### src/rtl/hpa_pkg.sv
`timescale 1ns / 1ps
// ----------------------------------------------------------------------------
// hpa_pkg
// Shared types and constants for the handle pool allocator.
// ----------------------------------------------------------------------------
package hpa_pkg;

  localparam int unsigned POOL_SIZE    = 256;
  localparam int unsigned HandleW      = 8;
  localparam int unsigned HandleSpace  = 1 << HandleW;
  localparam int unsigned FreshLimit   = (POOL_SIZE > HandleSpace) ? HandleSpace : POOL_SIZE;
  localparam int unsigned CountW       = HandleW + 1;

  typedef logic [HandleW-1:0] handle_t;
  typedef logic [CountW-1:0]  count_t;

  typedef enum logic [1:0] {
    FUNC_ALLOC   = 2'd0,
    FUNC_TRY     = 2'd1,
    FUNC_RELEASE = 2'd2
  } func_e;

  typedef enum logic [1:0] {
    STAT_OK        = 2'd0,
    STAT_NONE      = 2'd1,
    STAT_INVALID   = 2'd2,
    STAT_EXHAUSTED = 2'd3
  } status_e;

  typedef enum logic [1:0] {
    S_CLEAR,
    S_IDLE,
    S_EXEC
  } state_e;

endpackage

### src/rtl/hpa_ram.sv
`timescale 1ns / 1ps
// ----------------------------------------------------------------------------
// hpa_ram
// Generic single-write, single-read RAM with registered read data.
// ----------------------------------------------------------------------------
module hpa_ram #(
  parameter int unsigned WIDTH = 8,
  parameter int unsigned DEPTH = 256
) (
  input  logic                     clk_i,
  input  logic                     we_i,
  input  logic [$clog2(DEPTH)-1:0] waddr_i,
  input  logic [WIDTH-1:0]         wdata_i,
  input  logic [$clog2(DEPTH)-1:0] raddr_i,
  output logic [WIDTH-1:0]         rdata_o
);

  logic [WIDTH-1:0] mem_q [DEPTH];
  logic [WIDTH-1:0] rdata_q;

  always_ff @(posedge clk_i) begin
    if (we_i) begin
      mem_q[waddr_i] <= wdata_i;
    end
    rdata_q <= mem_q[raddr_i];
  end

  assign rdata_o = rdata_q;

endmodule

### src/rtl/handle_pool_allocator.sv
`timescale 1ns / 1ps
// ----------------------------------------------------------------------------
// handle_pool_allocator
// FIFO free-list handle allocator: allocate, try-allocate and release.
// ----------------------------------------------------------------------------
// Flow: a start beat taken in S_IDLE moves the FSM to S_EXEC; done_o is
//   registered out of S_EXEC. A new request is taken only back in S_IDLE;
//   each is a read of the free-list and in-use RAMs followed by a write-back.
// Reset: after rst_ni rises the in-use RAM is swept clear with busy_o
//   high. The result has no back-pressure.
module handle_pool_allocator
  import hpa_pkg::*;
(
  input  logic          clk_i,
  input  logic          rst_ni,
  input  logic          start_i,
  output logic          busy_o,
  input  logic [1:0]    func_i,
  input  logic [7:0]    handle_i,
  output logic          done_o,
  output logic [7:0]    granted_handle_o,
  output logic [1:0]    status_o
);

  state_e  state_q, state_d;
  handle_t clr_q, clr_d;
  count_t  fresh_q, fresh_d;
  handle_t head_q, head_d;
  handle_t tail_q, tail_d;
  count_t  count_q, count_d;
  logic    done_q, done_d;

  logic [1:0] func_q;
  handle_t    handle_q;
  handle_t    grant_q, grant_d;
  logic [1:0] status_q, status_d;

  logic    queue_we;
  handle_t queue_rdata;
  logic    map_we;
  handle_t map_waddr;
  logic    map_wdata;
  logic    map_rdata;

  hpa_ram #(.WIDTH(HandleW), .DEPTH(HandleSpace)) u_queue_ram (
    .clk_i   (clk_i),
    .we_i    (queue_we),
    .waddr_i (tail_q),
    .wdata_i (handle_q),
    .raddr_i (head_q),
    .rdata_o (queue_rdata)
  );

  hpa_ram #(.WIDTH(1), .DEPTH(HandleSpace)) u_map_ram (
    .clk_i   (clk_i),
    .we_i    (map_we),
    .waddr_i (map_waddr),
    .wdata_i (map_wdata),
    .raddr_i (handle_i),
    .rdata_o (map_rdata)
  );

  always_comb begin
    state_d   = state_q;
    clr_d     = clr_q;
    fresh_d   = fresh_q;
    head_d    = head_q;
    tail_d    = tail_q;
    count_d   = count_q;
    done_d    = 1'b0;
    grant_d   = grant_q;
    status_d  = status_q;
    queue_we  = 1'b0;
    map_we    = 1'b0;
    map_waddr = clr_q;
    map_wdata = 1'b0;
    unique case (state_q)
      S_CLEAR: begin
        map_we = 1'b1;
        clr_d  = clr_q + 1'b1;
        if (clr_q == handle_t'(HandleSpace - 1)) begin
          state_d = S_IDLE;
        end
      end
      S_IDLE: begin
        if (start_i) begin
          state_d = S_EXEC;
        end
      end
      S_EXEC: begin
        state_d  = S_IDLE;
        done_d   = 1'b1;
        grant_d  = '0;
        status_d = STAT_OK;
        if (func_q == FUNC_ALLOC || func_q == FUNC_TRY) begin
          if (count_q != '0) begin
            grant_d   = queue_rdata;
            head_d    = head_q + 1'b1;
            count_d   = count_q - 1'b1;
            map_we    = 1'b1;
            map_waddr = queue_rdata;
            map_wdata = 1'b1;
          end else if (func_q == FUNC_TRY) begin
            status_d = STAT_NONE;
          end else if (fresh_q < count_t'(FreshLimit)) begin
            grant_d   = fresh_q[HandleW-1:0];
            fresh_d   = fresh_q + 1'b1;
            map_we    = 1'b1;
            map_waddr = fresh_q[HandleW-1:0];
            map_wdata = 1'b1;
          end else begin
            status_d = STAT_EXHAUSTED;
          end
        end else if (func_q == FUNC_RELEASE) begin
          if (map_rdata) begin
            map_we    = 1'b1;
            map_waddr = handle_q;
            map_wdata = 1'b0;
            queue_we  = 1'b1;
            tail_d    = tail_q + 1'b1;
            count_d   = count_q + 1'b1;
          end else begin
            status_d = STAT_INVALID;
          end
        end
      end
      default: begin
        state_d = S_IDLE;
      end
    endcase
  end

  always_ff @(posedge clk_i or negedge rst_ni) begin
    if (!rst_ni) begin
      state_q <= S_CLEAR;
      clr_q   <= '0;
      fresh_q <= '0;
      head_q  <= '0;
      tail_q  <= '0;
      count_q <= '0;
      done_q  <= 1'b0;
    end else begin
      state_q <= state_d;
      clr_q   <= clr_d;
      fresh_q <= fresh_d;
      head_q  <= head_d;
      tail_q  <= tail_d;
      count_q <= count_d;
      done_q  <= done_d;
    end
  end

  always_ff @(posedge clk_i) begin
    if (state_q == S_IDLE && start_i) begin
      func_q   <= func_i;
      handle_q <= handle_i;
    end
    grant_q  <= grant_d;
    status_q <= status_d;
  end

  assign busy_o           = (state_q != S_IDLE);
  assign done_o           = done_q;
  assign granted_handle_o = grant_q;
  assign status_o         = status_q;

  a_done_after_exec: assert property (@(posedge clk_i) disable iff (!rst_ni)
    done_q |-> $past(state_q == S_EXEC))
    else $error("result beat without a write-back cycle");

  a_start_to_exec: assert property (@(posedge clk_i) disable iff (!rst_ni)
    (start_i && !busy_o) |=> (state_q == S_EXEC))
    else $error("accepted beat not processed");

  a_count_bound: assert property (@(posedge clk_i) disable iff (!rst_ni)
    count_q <= count_t'(HandleSpace))
    else $error("free list count overflow");

  a_fail_no_grant: assert property (@(posedge clk_i) disable iff (!rst_ni)
    (done_q && status_q != STAT_OK) |-> (grant_q == '0))
    else $error("handle granted on a failed request");

endmodule
### config.mk
export PLATFORM = sky130hd
export DESIGN_NAME = handle_pool_allocator
export DESIGN_NICKNAME = d
export VERILOG_FILES = /design/src/rtl/hpa_pkg.sv /design/src/rtl/hpa_ram.sv /design/src/rtl/handle_pool_allocator.sv
export SDC_FILE = /design/constraint.sdc
export NUM_CORES = 2
export LEC_CHECK = 0
export ABC_AREA = 1
export ABC_CLOCK_PERIOD_IN_PS = 5150
export BUFFER_PORTS_ARGS = -buffer_cell sky130_fd_sc_hd__buf_2
export CELL_PAD_IN_SITES_DETAIL_PLACEMENT = 0
export CELL_PAD_IN_SITES_GLOBAL_PLACEMENT = 2
export CORE_MARGIN = 4
export CORE_UTILIZATION = 39
export DETAILED_ROUTE_END_ITERATION = 10
export HOLD_SLACK_MARGIN = 0.06
export PLACE_DENSITY_LB_ADDON = 0.1
export REMOVE_ABC_BUFFERS = 1
export SYNTH_ARGS = -nofsm -noshare
export SYNTH_HDL_FRONTEND = slang
export SYNTH_SLANG_ARGS = --single-unit
### constraint.sdc
create_clock -name clk_i -period 5.15 [get_ports clk_i]
set_input_delay 0.7725 -clock clk_i [delete_from_list [all_inputs] [get_ports clk_i]]
set_output_delay 0.7725 -clock clk_i [all_outputs]
set_load 0.01 [all_outputs]
==> flow_summary_export.csv <==
group,metric,value,unit
setup_path,r2r_end,"u_queue_ram.mem_q[199][3]",
route,first_iter_violations,6563,
worst_hold_path,hold_path_depth,1,
synthesis,synth_commonest_cells,"edfxtp_1 (2324), nor2_1 (2099), nand2_1 (1468)",
floorplanning,die_x,511.9,um
synthesis,synth_top_family_by_area,"simple AND/OR/NAND/NOR gates",
grt,grt_pass1_vias,63520,
clock_tree,clk_latency,0.93,ns
worst_hold_path,holdPathEnd,"func_q[1]",
sta,fin_ws,1.129,ns
setup_path,cp_top_family,"simple AND/OR/NAND/NOR gates",
floorplanning,die-area,0.2620,mm^2
setup_path,path_buf_inv,2,
route,drcViolationCount,0,
job,drv_cap,0,
synthesis,syn_inst,8908,
power_and_ir_drop,p_total,57.27,mW
clock_tree,clk_pin_slew,0.06,ns
sta,finClkSkew,0.04423,ns
setup_path,r2r_slack,1.13,ns
route,ant_nets,0,
finish,final_cell_area,0.1115,mm^2
setup_path,r2r-start,"func_q[0]",
grt,grt_remaining_overflow,0,
synthesis,yosysMostFrequentCell,"edfxtp_1",
synthesis,synth-compound-area-share,5.402,%
setup_path,worst_path_max_delay_cell,"nor2_1",
place,portBuffers,24,
setup_path,worstRegToRegCells,7,
floorplanning,ios,25,
grt,grt_max_degree,184,
setup_path,crit_type,"reg2reg",
worst_hold_path,worstHoldStart,"func_i[1]",
synthesis,synth_edf_count,2324,
synthesis,yosysWarnings,0,
grt,grt_antenna_before_repair,15,
synthesis,ys.flop_type,"edfxtp_1",
route,dr.pass1.iters,6,
route,vias,65300,
place,hpwl,171500,um
sta,fin_crit,4.021,ns
sta,clock.fmax,248.7,MHz
clock_tree,cts_max_level,5,
setup_path,critPathLaunchType,"flop",
floorplanning,coreArea,0.2521,mm^2
place,pre_cts_ws,1.049,ns
setup_path,crit_chain,"inv_1 > nand3_1 > nor2_1 > inv_1 > nor2_1 > nand2_2 > nor2_1",
sta,holdWs,0.1573,ns
setup_path,cp.required,5.69,ns
clock_tree,post_cts_buffers,0,
clock_tree,numClockSinks,2378,
worst_hold_path,hold_class,"in2reg",
clock_tree,cts_resized,0,
synthesis,synth-xor-area-share,0.3096,%
grt,grt_pass1_wl,448400,um
place,place_congestion,0.7941,
place,placed_area,0.1027,mm^2
synthesis,synthAdderAreaFrac,0.1971,%
clock_tree,cts_made_buffers,285,
synthesis,synth.area.mux_share,0,%
setup_path,max_stage_delay,1.02,ns
route,wire_per_inst,24.86,um
floorplanning,row_count,184,
sta,timing.final.hold_violations,0,
finish,final_nets,8822,
synthesis,synth_cell_types,35,
synthesis,yosys-top-cells-area,"edfxtp_1 (70%), nor2_1 (8.0%), nand2_1 (5.6%)",
clock_tree,cts_tree,"built",
sta,finalSetupViolCount,0,
finish,syn_to_final_growth,12.64,%
setup_path,cp_max_fo,16,
grt,gr-usage-all-layers,22.92,%
power_and_ir_drop,leakagePower,38.49,nW
clock_tree,clockBufferDepth,4,
sta,slew_viol_final,0,
route,wl,307000,um
floorplanning,initial_core_util,39.28,%
setup_path,cpMostUsedCell,"nor2_1",
synthesis,synth_area,0.09902,mm^2
synthesis,synth_seq_cells,2378,
outcome,status,"finished, final reports clean",
route,via_per_inst,5.287,
sta,rsz0062_at_grt,"no",
setup_path,arrival,4.56,ns
clock_tree,cts_root_buf,"clkbuf_16",
sta,fin_tns_setup,0,ns
power_and_ir_drop,power_per_cell_area,513.4,mW/mm^2
synthesis,synth.top_cell.area_share,70.48,%
synthesis,synthSimpleGateAreaFrac,18.99,%
synthesis,yosys.area.top_type,"edfxtp_1",
synthesis,syn_area_per_cell,11.12,um^2
sta,worstMarginPinSlew,1.346,ns
floorplanning,die_h,511.9,um
sta,maxSlewHeadroom,9.947,%
synthesis,yosysSeqAreaShare,71.80,%
setup_path,endpoint_kind,"flop",
sta,timing.final.crit_share,78.08,%
power_and_ir_drop,ir_drop,525.9,uV
finish,drive_gt1_share,6.689,%
synthesis,synthArstFlopShare,1.892,%
-- per-layer routing --
layer	wire (um)	global-route usage [%]	vias up
li1	-	-	30560
met5	0	0	-
met2	143300	36.74	1633
met4	6189	4.989	0
met3	15170	3.015	396
met1	142400	33.41	32710
-- registers in the layout, indices dropped and copies added (netlist names), 8 cells and up --
register             cells
clr_q                    8
count_q                  9
fresh_q                  9
granted_handle_o         8
handle_q                 8
head_q                   8
tail_q                   8
u_map_ram.mem_q        256
u_queue_ram.mem_q     2048
u_queue_ram.rdata_o      8
-- per-stage QoR --
step	instances	utilization (%)
detailed placement	11850	40.75
finish	12350	44.24
global placement	11850	40.75
global route	12350	44.24
floorplan	8341	-
CTS	12350	44.24
-- logic make-up (layout without fill, tap and decap cells) --
group	Yosys count	in the layout
other cells	0	1
xor+xnor	35	35
flops	2378	2378
buf+inv	841	933
simple gates	4625	4625
compound gates	1014	1014
fa+ha+maj	15	15
-- layout by cell type (no fill, tap or decap), drive strengths merged --
master,count
edfxtp,2324
nor2,2106
nand2,1474
nand3,1026
o21ai,835
clkbuf,364
inv,279
buf,165
o211ai,99
clkinv,96
a21oi,73
dfrtp,45
xor2,29
bufinv,23
ha,14
nor3,10
dfxtp,9
nand4,7
xnor2,6
clkinvlp,5
a22oi,4
diode,1
o31ai,1
or2,1
nor4,1
o221ai,1
a21o,1
fa,1
dlygate4sd3,1
-- power breakdown --
group | total [mW] | internal (mW) | leakage (nW) | switching, mW
Sequential | 22.4 | 22.1 | 21.6 | 0.314
Clock | 19.3 | 11.5 | 4.30 | 7.83
Combinational | 15.5 | 3.94 | 12.6 | 11.6
Total | 57.3 | 37.5 | 38.5 | 19.7
-- area by class of cell --
cell class | count | area (um^2)
Multi-Input combinational cell | 5689 | 24720
Fill cell | 23610 | 140600
Tap cell | 3348 | 4189
Timing Repair Buffer | 166 | 1642
Antenna cell | 1 | 2.502
Clock buffer | 364 | 7562
Clock inverter | 129 | 1242
Sequential cell | 2378 | 71110
Inverter | 274 | 1066
-- what timing repair did --
item | 4_1_cts | 5_1_grt
endpoints found under the setup margin | 0 | 0
hold buffers | 1 | 0
hold endpoints to repair | 45 | 0
-- worst max path at each step --
stage                   start                         to  slack [ns]  depth (start not counted)
floorplan           head_q[0]     u_queue_ram.rdata_o[5]      -45.30                         11
global placement    func_q[0]  u_queue_ram.mem_q[199][1]        1.08                          7
detailed placement  func_q[0]  u_queue_ram.mem_q[199][1]        1.05                          7
CTS                 func_q[0]  u_queue_ram.mem_q[199][2]        1.07                          7
global route        func_q[0]  u_queue_ram.mem_q[199][3]        0.88                          7
finish              func_q[0]  u_queue_ram.mem_q[199][3]        1.13                          7
No activity file was read; power rests on OpenSTA's default activity.
